[src/ecal_pkg.sv]
// ----------------------------------------------------------------------------
// ecal_pkg
// Shared types, constants and the month-length table for the epoch-seconds
// to calendar date converter.
// ----------------------------------------------------------------------------
package ecal_pkg;

	localparam int unsigned InWidth   = 31;
	localparam int unsigned TimeWidth = 32;
	localparam int unsigned DaysWidth = 16;

	localparam logic [TimeWidth-1:0] ZoneOffset = 32'd28800;
	localparam logic [16:0]          SecPerDay  = 17'd86400;
	localparam logic [11:0]          SecPerHour = 12'd3600;
	localparam logic [5:0]           SecPerMin  = 6'd60;

	// days = ((t >> 7) * DayRecip) >> 35, exact for any 25-bit t >> 7 (86400 = 128 * 675)
	localparam logic [25:0] DayRecip  = 26'd50903317;
	// hour = ((s >> 4) * HourRecip) >> 21, exact for any second of day
	localparam logic [13:0] HourRecip = 14'd9321;
	// minute = ((s >> 2) * MinRecip) >> 14, exact for any second of hour
	localparam logic [10:0] MinRecip  = 11'd1093;

	localparam logic [10:0] EpochYear    = 11'd1970;
	localparam logic [1:0]  EpochMod4    = 2'd2;
	localparam logic [6:0]  EpochMod100  = 7'd70;
	localparam logic [8:0]  EpochMod400  = 9'd370;
	localparam logic [6:0]  Mod100Last   = 7'd99;
	localparam logic [8:0]  Mod400Last   = 9'd399;
	localparam logic [8:0]  YearLenLeap  = 9'd366;
	localparam logic [8:0]  YearLenPlain = 9'd365;

	localparam logic [3:0] MonJan = 4'd0;
	localparam logic [3:0] MonFeb = 4'd1;
	localparam logic [3:0] MonMar = 4'd2;
	localparam logic [3:0] MonApr = 4'd3;
	localparam logic [3:0] MonMay = 4'd4;
	localparam logic [3:0] MonJun = 4'd5;
	localparam logic [3:0] MonJul = 4'd6;
	localparam logic [3:0] MonAug = 4'd7;
	localparam logic [3:0] MonSep = 4'd8;
	localparam logic [3:0] MonOct = 4'd9;
	localparam logic [3:0] MonNov = 4'd10;
	localparam logic [3:0] MonDec = 4'd11;

	typedef struct packed {
		logic [InWidth-1:0] epoch_seconds;
	} ecal_in_t;

	typedef struct packed {
		logic [10:0] year;
		logic [3:0]  month;
		logic [4:0]  day;
		logic [4:0]  hour;
		logic [5:0]  minute;
		logic [5:0]  second;
	} ecal_out_t;

	typedef struct packed {
		logic load_time;
		logic split_day;
		logic split_sod;
		logic split_hour;
		logic split_soh;
		logic split_min;
		logic split_sec;
		logic cal_load;
		logic year_step;
		logic month_step;
		logic out_load;
	} ecal_cmd_t;

	typedef struct packed {
		logic year_fits;
		logic month_last;
	} ecal_sts_t;

	function automatic logic [4:0] month_len(input logic [3:0] mon, input logic leap);
		logic [4:0] len;
		case (mon)
			MonJan, MonMar, MonMay, MonJul, MonAug, MonOct, MonDec: len = 5'd31;
			MonApr, MonJun, MonSep, MonNov: len = 5'd30;
			MonFeb: len = leap ? 5'd29 : 5'd28;
			default: len = 5'd31;
		endcase
		return len;
	endfunction

endpackage

[src/ecal_in_if.sv]
// ----------------------------------------------------------------------------
// ecal_in_if
// Valid/ready channel carrying one epoch-seconds beat.
// ----------------------------------------------------------------------------
interface ecal_in_if;
	import ecal_pkg::*;

	logic     valid;
	logic     ready;
	ecal_in_t data;

	modport source (output valid, output data, input ready);
	modport sink (input valid, input data, output ready);

endinterface

[src/ecal_out_if.sv]
// ----------------------------------------------------------------------------
// ecal_out_if
// Valid/ready channel carrying one calendar date and time beat.
// ----------------------------------------------------------------------------
interface ecal_out_if;
	import ecal_pkg::*;

	logic      valid;
	logic      ready;
	ecal_out_t data;

	modport source (output valid, output data, input ready);
	modport sink (input valid, input data, output ready);

endinterface

[src/ecal_dp.sv]
// ----------------------------------------------------------------------------
// ecal_dp
// Datapath: reciprocal-multiply splits of the zoned time into days, hour,
// minute and second, a year walker with running mod 4/100/400 counters, a
// month walker and the output holding register.
// ----------------------------------------------------------------------------
module ecal_dp (
	input  logic                clk,
	input  logic                arst_n,
	input  ecal_pkg::ecal_in_t  epoch_data,
	input  ecal_pkg::ecal_cmd_t cmd,
	output ecal_pkg::ecal_sts_t sts,
	output ecal_pkg::ecal_out_t date_data
);
	import ecal_pkg::*;

	logic [TimeWidth-1:0] time_q;
	logic [DaysWidth-1:0] day_num_q;
	logic [16:0]          sod_q;
	logic [4:0]           hour_q;
	logic [11:0]          soh_q;
	logic [5:0]           minute_q;
	logic [5:0]           second_q;
	logic [DaysWidth-1:0] days_q;
	logic [10:0]          year_q;
	logic [1:0]           mod4_q;
	logic [6:0]           mod100_q;
	logic [8:0]           mod400_q;
	logic [3:0]           month_q;
	ecal_out_t            result_q;

	logic [50:0] day_prod;
	logic [25:0] hour_prod;
	logic [19:0] min_prod;
	logic        leap;
	logic [8:0]  year_len;
	logic [4:0]  mon_len;

	assign day_prod  = time_q[TimeWidth-1:7] * DayRecip;
	assign hour_prod = 26'(sod_q[16:4] * HourRecip);
	assign min_prod  = 20'(soh_q[11:2] * MinRecip);

	assign leap     = ((mod4_q == 2'd0) && (mod100_q != 7'd0)) || (mod400_q == 9'd0);
	assign year_len = leap ? YearLenLeap : YearLenPlain;
	assign mon_len  = month_len(month_q, leap);

	assign sts.year_fits  = days_q < {{(DaysWidth-9){1'b0}}, year_len};
	assign sts.month_last = (month_q == MonDec) ||
		(days_q < {{(DaysWidth-5){1'b0}}, mon_len});

	// time split, one multiply per step; remainders fit the low bits
	always_ff @(posedge clk or negedge arst_n) begin
		if (!arst_n) begin
			time_q    <= '0;
			day_num_q <= '0;
			sod_q     <= '0;
			hour_q    <= '0;
			soh_q     <= '0;
			minute_q  <= '0;
			second_q  <= '0;
		end else begin
			if (cmd.load_time)
				time_q <= {1'b0, epoch_data.epoch_seconds} + ZoneOffset;
			if (cmd.split_day)
				day_num_q <= day_prod[50:35];
			if (cmd.split_sod)
				sod_q <= time_q[16:0] - 17'(day_num_q * SecPerDay);
			if (cmd.split_hour)
				hour_q <= hour_prod[25:21];
			if (cmd.split_soh)
				soh_q <= sod_q[11:0] - 12'(hour_q * SecPerHour);
			if (cmd.split_min)
				minute_q <= min_prod[19:14];
			if (cmd.split_sec)
				second_q <= soh_q[5:0] - 6'(minute_q * SecPerMin);
		end
	end

	// calendar walk
	always_ff @(posedge clk or negedge arst_n) begin
		if (!arst_n) begin
			days_q   <= '0;
			year_q   <= EpochYear;
			mod4_q   <= EpochMod4;
			mod100_q <= EpochMod100;
			mod400_q <= EpochMod400;
			month_q  <= MonJan;
		end else if (cmd.cal_load) begin
			days_q   <= day_num_q;
			year_q   <= EpochYear;
			mod4_q   <= EpochMod4;
			mod100_q <= EpochMod100;
			mod400_q <= EpochMod400;
			month_q  <= MonJan;
		end else if (cmd.year_step) begin
			days_q   <= days_q - {{(DaysWidth-9){1'b0}}, year_len};
			year_q   <= year_q + 11'd1;
			mod4_q   <= mod4_q + 2'd1;
			mod100_q <= (mod100_q == Mod100Last) ? 7'd0 : mod100_q + 7'd1;
			mod400_q <= (mod400_q == Mod400Last) ? 9'd0 : mod400_q + 9'd1;
		end else if (cmd.month_step) begin
			days_q  <= days_q - {{(DaysWidth-5){1'b0}}, mon_len};
			month_q <= month_q + 4'd1;
		end
	end

	always_ff @(posedge clk or negedge arst_n) begin
		if (!arst_n) begin
			result_q <= '0;
		end else if (cmd.out_load) begin
			result_q.year   <= year_q;
			result_q.month  <= month_q + 4'd1;
			result_q.day    <= days_q[4:0] + 5'd1;
			result_q.hour   <= hour_q;
			result_q.minute <= minute_q;
			result_q.second <= second_q;
		end
	end

	assign date_data = result_q;

endmodule

[src/ecal_ctrl.sv]
// ----------------------------------------------------------------------------
// ecal_ctrl
// Controller: sequences the time-of-day split steps, runs the year and month
// walk alongside the hour/minute split, and owns the output valid flag.
// ----------------------------------------------------------------------------
module ecal_ctrl (
	input  logic                clk,
	input  logic                arst_n,
	input  logic                epoch_valid,
	output logic                epoch_ready,
	output logic                date_valid,
	input  logic                date_ready,
	output ecal_pkg::ecal_cmd_t cmd,
	input  ecal_pkg::ecal_sts_t sts
);
	import ecal_pkg::*;

	typedef enum logic [7:0] {
		ST_IDLE = 8'b00000001,
		ST_DAY  = 8'b00000010,
		ST_SOD  = 8'b00000100,
		ST_HOUR = 8'b00001000,
		ST_SOH  = 8'b00010000,
		ST_MIN  = 8'b00100000,
		ST_SEC  = 8'b01000000,
		ST_FIN  = 8'b10000000
	} state_t;

	typedef enum logic [3:0] {
		CAL_IDLE  = 4'b0001,
		CAL_YEAR  = 4'b0010,
		CAL_MONTH = 4'b0100,
		CAL_DONE  = 4'b1000
	} cal_state_t;

	state_t     state_q, state_d;
	cal_state_t cal_q, cal_d;
	logic       valid_q;
	logic       accept;
	logic       out_free;

	assign epoch_ready = state_q == ST_IDLE;
	assign accept      = epoch_valid && epoch_ready;
	assign out_free    = !valid_q || date_ready;
	assign date_valid  = valid_q;

	always_comb begin
		state_d = state_q;
		cal_d   = cal_q;
		cmd     = '0;
		case (state_q)
			ST_IDLE: begin
				if (accept) begin
					cmd.load_time = 1'b1;
					state_d       = ST_DAY;
				end
			end
			ST_DAY: begin
				cmd.split_day = 1'b1;
				state_d       = ST_SOD;
			end
			ST_SOD: begin
				cmd.split_sod = 1'b1;
				cmd.cal_load  = 1'b1;
				cal_d         = CAL_YEAR;
				state_d       = ST_HOUR;
			end
			ST_HOUR: begin
				cmd.split_hour = 1'b1;
				state_d        = ST_SOH;
			end
			ST_SOH: begin
				cmd.split_soh = 1'b1;
				state_d       = ST_MIN;
			end
			ST_MIN: begin
				cmd.split_min = 1'b1;
				state_d       = ST_SEC;
			end
			ST_SEC: begin
				cmd.split_sec = 1'b1;
				state_d       = ST_FIN;
			end
			ST_FIN: begin
				if (cal_q == CAL_DONE && out_free) begin
					cmd.out_load = 1'b1;
					state_d      = ST_IDLE;
				end
			end
			default: state_d = ST_IDLE;
		endcase

		case (cal_q)
			CAL_IDLE: ;
			CAL_YEAR: begin
				if (sts.year_fits) cal_d = CAL_MONTH;
				else cmd.year_step = 1'b1;
			end
			CAL_MONTH: begin
				if (sts.month_last) cal_d = CAL_DONE;
				else cmd.month_step = 1'b1;
			end
			CAL_DONE: begin
				if (cmd.out_load) cal_d = CAL_IDLE;
			end
			default: cal_d = CAL_IDLE;
		endcase
	end

	always_ff @(posedge clk or negedge arst_n) begin
		if (!arst_n) begin
			state_q <= ST_IDLE;
			cal_q   <= CAL_IDLE;
			valid_q <= 1'b0;
		end else begin
			state_q <= state_d;
			cal_q   <= cal_d;
			// hold the result until taken, refill on the same edge
			if (cmd.out_load) valid_q <= 1'b1;
			else if (date_ready) valid_q <= 1'b0;
		end
	end

endmodule

[src/epoch_seconds_to_calendar_date.sv]
// Converts a count of seconds since 1970-01-01 00:00:00 UTC into year, month,
// day, hour, minute and second in the fixed UTC+8 zone, one item at a time.
// After a beat is accepted, the zoned time is split into whole days and the
// second of day by reciprocal multiplication, one step per cycle; then the
// year walker subtracts one year length per cycle and the month walker one
// month length per cycle, while hour, minute and second are split off in
// four more steps. The time to a result grows with Y, the number of whole years
// since 1970 (0..68), and with M, the month index (0..11); the year walk is
// its largest part near the top of the range. The input is ready again on
// the cycle after the result is loaded. The result sits in an output
// register, so the next beat is taken as soon as the result is loaded, even
// if it is not yet taken; a later result waits in its last step until then.
// ----------------------------------------------------------------------------
// epoch_seconds_to_calendar_date
// Top level: joins the controller and the datapath to the two channels.
// ----------------------------------------------------------------------------
module epoch_seconds_to_calendar_date (
	input logic       clk,
	input logic       arst_n,
	ecal_in_if.sink   epoch,
	ecal_out_if.source date
);
	import ecal_pkg::*;

	ecal_cmd_t cmd;
	ecal_sts_t sts;

	ecal_ctrl u_ctrl (
		.clk         (clk),
		.arst_n      (arst_n),
		.epoch_valid (epoch.valid),
		.epoch_ready (epoch.ready),
		.date_valid  (date.valid),
		.date_ready  (date.ready),
		.cmd         (cmd),
		.sts         (sts)
	);

	ecal_dp u_dp (
		.clk        (clk),
		.arst_n     (arst_n),
		.epoch_data (epoch.data),
		.cmd        (cmd),
		.sts        (sts),
		.date_data  (date.data)
	);

endmodule

[src/flat_wrapper.sv]
// flat-port wrapper written by rule: the top's interface ports become plain ports
module epoch_seconds_to_calendar_date_flat import ecal_pkg::*;
  (clk, arst_n, epoch_valid, epoch_data, epoch_ready, date_valid, date_data, date_ready);
  ecal_in_if epoch_i ();
  ecal_out_if date_i ();
  input logic clk;
  input logic arst_n;
  input wire logic [$bits(epoch_i.valid)-1:0] epoch_valid;
  input wire logic [$bits(epoch_i.data)-1:0] epoch_data;
  output wire logic [$bits(epoch_i.ready)-1:0] epoch_ready;
  output wire logic [$bits(date_i.valid)-1:0] date_valid;
  output wire logic [$bits(date_i.data)-1:0] date_data;
  input wire logic [$bits(date_i.ready)-1:0] date_ready;
  assign epoch_i.valid = epoch_valid;
  assign epoch_i.data = epoch_data;
  assign epoch_ready = epoch_i.ready;
  assign date_valid = date_i.valid;
  assign date_data = date_i.data;
  assign date_i.ready = date_ready;
  epoch_seconds_to_calendar_date u_core (.clk(clk), .arst_n(arst_n), .epoch(epoch_i), .date(date_i));
endmodule
[config.mk]
export PLATFORM = sky130hd
export DESIGN_NAME = epoch_seconds_to_calendar_date_flat
export DESIGN_NICKNAME = d
export VERILOG_FILES = /design/src/ecal_pkg.sv /design/src/ecal_in_if.sv /design/src/ecal_out_if.sv /design/src/ecal_dp.sv /design/src/ecal_ctrl.sv /design/src/epoch_seconds_to_calendar_date.sv /design/src/flat_wrapper.sv
export SDC_FILE = /design/constraint.sdc
export NUM_CORES = 1
export LEC_CHECK = 0
export ABC_AREA = 1
export BUFFER_PORTS_ARGS = -buffer_cell sky130_fd_sc_hd__buf_2
export CAP_MARGIN = 20
export CORE_MARGIN = 5
export CORE_UTILIZATION = 45
export CTS_CLUSTER_SIZE = 40
export DETAILED_ROUTE_END_ITERATION = 7
export SLEW_MARGIN = 20
export SYNTH_ARGS = -nofsm -noshare
export SYNTH_HDL_FRONTEND = slang
export SYNTH_SLANG_ARGS = --single-unit
[constraint.sdc]
create_clock -name clk -period 7.3 [get_ports clk]
set_clock_uncertainty 0.2 [all_clocks]
set_input_delay 1.46 -clock clk [delete_from_list [all_inputs] [get_ports clk]]
set_output_delay 1.46 -clock clk [all_outputs]
set_load 0.05 [all_outputs]
==> flow_metrics.tcl, run 1 <==
set metrics [dict create \
    ys_seq_area_frac 0.184 \
    synth_cells 3433 \
    worstHoldEndpoint "u_core.u_dp.date_data[1]" \
    ctsResizeCount 0 \
    synthDistinctLibCells 51 \
    layout_min_cycle_time_ns 6.20 \
    cts_setup_buffers 0 \
    ys_ff_latch 193 \
    insertion_delay_ns 0.49 \
    synthArstFlopShare 1.00 \
    fmax_mhz 161 \
    synth_area_sq_um 26400 \
    drt-pass1-iter-count 5 \
    rrSetupSlack_ns 1.10 \
    worstRegToRegCells 21 \
    ctsHoldBuffers 0 \
    maxCapViolCount 0 \
    crit_family "adder cells" \
    cts_buffer_depth 2 \
    fillers 5836 \
    grt_max_degree 154 \
    synth_fp_nets 4169 \
    synth_top_area_share 0.224 \
    clk_root_buffer_cell "clkbuf_16" \
    start_util 0.456 \
    antenna_found_initial 1 \
    critical-path-max-stage-delay_ns 0.58 \
    rows 88 \
    drtIter0Drc 1008 \
    grt_pass1_vias 21131 \
    slowest_stage "dfrtp_1" \
    vias 20953 \
    ys_warn_count 0 \
    yosys.cell_count.top_type "nand2_1" \
    synth_area_leaders "ha_1 (22%), fa_1 (17%), dfrtp_1 (17%)" \
    crit_path_frequent_cell "fa_1" \
    cp.required_ns 7.46 \
    port_buffers 73 \
    hold_depth 2 \
    gp_congestion 0.952 \
    grt.overflow.total 0 \
    synth_common_cells "nand2_1 (830), inv_1 (825), ha_1 (473)" \
    hold_path.class "flip-flop to flip-flop" \
    synth-edff-count 0 \
    cp_max_fo 9 \
    setup_tns_ns 0 \
    slew_viol_final 0 \
    drive_gt1_frac 0.0494 \
    numClockSinks 193 \
    fin_nets 4227 \
    setup_viol 0 \
    wire_per_inst_microns 15.7 \
    area_growth_pct 6.81 \
    setup.worst_path.class "flip-flop to flip-flop" \
    maxSlewHeadroom 0.405 \
    synth_ff_type "dfrtp_1" \
    r2r_start "u_core.u_dp.time_q[30]" \
    die_area_sq_um 63600 \
    syn_area_per_cell_sq_um 7.68 \
    worstSetupEndpointType "flip-flop" \
    period_share 0.849 \
    rsz0062_at_grt "false" \
    via_per_inst 4.91 \
    hold_viol_final 0 \
    cts-buffers-inserted 17 \
    arrival_ns 6.36 \
    die-width_microns 252 \
    cts_max_level 4 \
    crit_chain "fa_1 > inv_1 > fa_1 > inv_1 > fa_1 > inv_1 > fa_1 > inv_1 > fa_1 > fa_1 > ha_1 > ha_1 > nand2_1 > nor2_1 > nand2_1 > nor2_1 > nand4_1 > nand3_1 > nand2_1 > nand3_1 > o21ai_0" \
    wl_microns 67100 \
    core_area_sq_um 57900 \
    clk_pin_slew_worst_paths_ns 0.09 \
    cp_num_buf_inv 4 \
    start_kind "flip-flop" \
    drc_errors 0 \
    r2r-end "u_core.u_dp.day_num_q[3]" \
    synth.largest_area_cell "ha_1" \
    tightest_slew_ns 0.890 \
    io_pins 74 \
    worst_hold_startpoint "u_core.u_dp.second_q[1]" \
    die_h_microns 252 \
    antenna_left 0 \
    grt.total_usage 0.216 \
    grt_pass1_wl_microns 110000 \
    dp_hpwl_microns 56600 \
    cts_tree "built" \
    status "complete, no violations" \
]
flip-flops by register name (all words and copies together) (netlist names), 6 cells and up:
register               cells
u_core.u_ctrl.state_q      8
u_core.u_dp.date_data     37
u_core.u_dp.day_num_q     16
u_core.u_dp.days_q        16
u_core.u_dp.minute_q       6
u_core.u_dp.mod100_q       7
u_core.u_dp.mod400_q       9
u_core.u_dp.second_q       6
u_core.u_dp.sod_q         17
u_core.u_dp.soh_q         12
u_core.u_dp.time_q        32
u_core.u_dp.year_q        11
cell type report:
type	count	area, sq um	share of cell area
flip-flops and latches	193	4850	0.172
clock inverters	15	198	0.00702
multi-input cells	2358	18100	0.643
clock buffers	17	425	0.0151
repair buffers	84	469	0.0167
inverters	837	3140	0.112
diodes	2	5.00	0.000178
well taps	765	957	0.0340
tightest hold or removal path, cell delays in order, from the launching register on:
cell and delay [ns]:
dfrtp_1 0.35, nand2_1 0.05, nand2_1 0.05
worst max path at each step:
stage	to	cells past startpoint	start
after floorplan	u_core.u_dp.day_num_q[15]	25	u_core.u_dp.time_q[12]
after global placement	u_core.u_dp.day_num_q[6]	23	u_core.u_dp.time_q[16]
after detailed placement	u_core.u_dp.day_num_q[3]	21	u_core.u_dp.time_q[30]
after CTS	u_core.u_dp.day_num_q[3]	21	u_core.u_dp.time_q[30]
after global routing	u_core.u_dp.day_num_q[12]	21	u_core.u_dp.time_q[30]
final	u_core.u_dp.day_num_q[3]	21	u_core.u_dp.time_q[30]
stage by stage:
step / setup slack [ns] / util / hold slack (ns) / instances / area (sq um)
final: 1.10 / 0.487 / 0.267 / 4271 / 28200
after global routing: 0.716 / 0.486 / 0.286 / 4270 / 28200
after CTS: 1.09 / 0.486 / 0.265 / 4269 / 28200
after detailed placement: 1.13 / 0.476 / 0.256 / 4237 / 27500
after global placement: 1.15 / 0.476 / 0.252 / 4237 / 27500
after floorplan: 1.68 / - / 0.241 / 3433 / 26400
cells by family (layout without fill, tap and decap cells):
| logic type | count (synthesis) | in the layout | synth area share |
|---|---|---|---|
| fa+ha+maj | 701 | 701 | 0.397 |
| other cells | 0 | 2 | 0 |
| compound gates | 307 | 307 | 0.0626 |
| simple gates | 1277 | 1277 | 0.203 |
| flops | 193 | 193 | 0.184 |
| xor+xnor | 73 | 73 | 0.0242 |
| buf+inv | 882 | 953 | 0.129 |
routing by layer:
metal	up-vias	global-route usage	routed length, microns
met4	0	0.0637	1910
met5	-	0	0
met2	334	0.379	32300
li1	10737	-	-
met1	9794	0.283	30800
met3	88	0.0240	2100
placed cells by master, fill, tap and decap left out, types with 35 or more instances in the layout:
cell type    n
nand2_1    829
inv_1      825
ha_1       473
fa_1       228
dfrtp_1    175
o21ai_0    161
nor2_1     159
nand3_1    155
a21oi_1     89
buf_2       72
xor2_1      58
nand4_1     46
nor3_1      35
Power of run 1 is left out: the tool's default activity adds up to more than one toggle a clock period on the data nets, which glitch-free logic cannot reach.
==> run 2: changes to the inputs <==
==> constraint.sdc (replaced) <==
create_clock -name clk -period 5.63 [get_ports clk]
set_clock_uncertainty 0.2 [all_clocks]
set_input_delay 1.126 -clock clk [delete_from_list [all_inputs] [get_ports clk]]
set_output_delay 1.126 -clock clk [all_outputs]
set_load 0.05 [all_outputs]
==> flow_metrics.tcl, run 2 (synthesis gave the netlist of run 1 again) <==
set metrics [dict create \
    cts_tree "built" \
    worstRegToRegCells 24 \
    die-width_microns 252 \
    start_util 0.456 \
    layout_min_cycle_time_ns 5.57 \
    worstHoldEndpoint "u_core.u_dp.date_data[1]" \
    cp_max_fo 3 \
    grt_pass1_wl_microns 113000 \
    numClockSinks 193 \
    drive_gt1_frac 0.150 \
    area_growth_pct 14.8 \
    worstSetupEndpointType "flip-flop" \
    setup.worst_path.class "flip-flop to flip-flop" \
    fmax_mhz 179 \
    antenna_left 0 \
    rsz0062_at_grt "true" \
    worst_hold_startpoint "u_core.u_dp.second_q[1]" \
    setup_tns_ns 0 \
    cts_max_level 4 \
    crit_chain "fa_1 > ha_1 > inv_1 > fa_1 > inv_2 > fa_1 > inv_2 > fa_1 > fa_1 > fa_1 > inv_2 > ha_4 > nand2_4 > buf_6 > nor2_4 > inv_4 > nor2_4 > nor2_2 > nor2_1 > nor2_1 > nand2_1 > nand2_1 > nand3_2 > nand2_1" \
    clk_pin_slew_worst_paths_ns 0.09 \
    via_per_inst 4.94 \
    drt-pass1-iter-count 6 \
    core_area_sq_um 57900 \
    slowest_stage "fa_1" \
    crit_path_frequent_cell "fa_1" \
    grt.total_usage 0.221 \
    top_layer_used "met4" \
    die_area_sq_um 63600 \
    grt_max_degree 119 \
    final_common_cell "inv_1" \
    final_cell_mix "inv_1 (780), nand2_1 (760), ha_1 (434)" \
    r2r-end "u_core.u_dp.day_num_q[0]" \
    grt_pass1_vias 22164 \
    hold_viol_final 0 \
    wl_met1_microns 31100 \
    status "complete, no violations" \
    r2r_start "u_core.u_dp.time_q[18]" \
    wl_met2_microns 33300 \
    die_h_microns 252 \
    io_pins 74 \
    maxCapViolCount 0 \
    critical-path-max-stage-delay_ns 0.57 \
    drc_errors 0 \
    arrival_ns 5.72 \
    cp.required_ns 5.78 \
    period_share 0.990 \
    wl_met3_microns 2000 \
    cts-buffers-inserted 17 \
    ctsHoldBuffers 0 \
    rows 88 \
    cts_buffer_depth 2 \
    setup_viol 0 \
    wire_per_inst_microns 15.7 \
    rrSetupSlack_ns 0.06 \
    start_kind "flip-flop" \
    antenna_found_initial 2 \
    port_buffers 73 \
    vias 21682 \
    clk_root_buffer_cell "clkbuf_16" \
    drtIter0Drc 996 \
    wl_microns 69100 \
    fin_nets 4346 \
    gp_congestion 0.929 \
    largest_register_ffs 37 \
    insertion_delay_ns 0.50 \
    hold_depth 2 \
    maxSlewHeadroom 0.416 \
    tightest_slew_ns 0.873 \
    grt.overflow.total 0 \
    hold_path.class "flip-flop to flip-flop" \
    fillers 5609 \
    dp_hpwl_microns 57100 \
    slew_viol_final 0 \
]
-- run 2: cell count changes in the layout (fill, tap and decap cells not counted), moves of 28 or more --
cell and change:
inv_2 +43, ha_1 -39, ha_4 +32, nand2_1 -69, buf_4 +111, inv_1 -45
nor2_4 +28, nand2_2 +47, nor2_1 -50
-- run 2: worst max path at each step --
| stage | to | startpoint | cells past startpoint | slack [ns] |
|---|---|---|---|---|
| 3_5_place_dp | u_core.u_dp.day_num_q[15] | u_core.u_dp.time_q[12] | 26 | -0.22 |
| 2_1_floorplan | u_core.u_dp.day_num_q[15] | u_core.u_dp.time_q[12] | 25 | 0.01 |
| 6_report | u_core.u_dp.day_num_q[0] | u_core.u_dp.time_q[18] | 24 | 0.06 |
| 5_1_grt | u_core.u_dp.day_num_q[1] | u_core.u_dp.time_q[18] | 22 | -0.14 |
| 3_3_place_gp | u_core.u_dp.day_num_q[15] | u_core.u_dp.time_q[12] | 26 | -0.12 |
| 4_1_cts | u_core.u_dp.day_num_q[6] | u_core.u_dp.time_q[29] | 23 | -0.002 |
-- run 2: timing repair --
action                                 4_1_cts  5_1_grt
endpoints found under the hold margin        0        0
setup endpoints to repair                   16       16
gates resized for setup                     67      254
pin swaps                                   19      139
setup buffers                                2        8
gates cloned                                 0        0
-- run 2: worst max-delay path: cells and delay by family (launching register included) --
family,cells,cell delay [ns]
AND/OR/NAND/NOR,10,0.79
buffers and inverters,6,0.38
adder cells (fa/ha/maj),8,3.61
flip-flops,1,0.46
-- run 2: layout make-up --
class                      instances  area (sq um)  area share
antenna                            1          2.50   0.0000826
inverter                         837          3150       0.104
multi-input combinational       2358         19300       0.637
clock buffer                      17           425      0.0140
sequential                       193          4860       0.161
timing repair buffer             203          1420      0.0468
tap                              765           957      0.0316
clock inverter                    15           188     0.00620
-- run 2: per-layer routing --
| layer | global-route usage | vias up |
|---|---|---|
| met5 | 0 | - |
| met2 | 0.384 | 338 |
| met3 | 0.0191 | 125 |
| met1 | 0.289 | 10232 |
| li1 | - | 10987 |
| met4 | 0.0827 | 0 |
-- run 2: through the flow --
stage	cells	setup WS (ns)	area [sq um]	hold slack, ns	utilization
2_1_floorplan	3433	0.0105	26400	0.241	-
3_3_place_gp	4345	-0.122	28400	0.254	0.490
3_5_place_dp	4345	-0.222	28400	0.252	0.490
4_1_cts	4379	-0.00210	29300	0.271	0.506
5_1_grt	4389	-0.139	30300	0.288	0.523
6_report	4389	0.0572	30300	0.270	0.523
Power of run 2 is left out for the same reason.
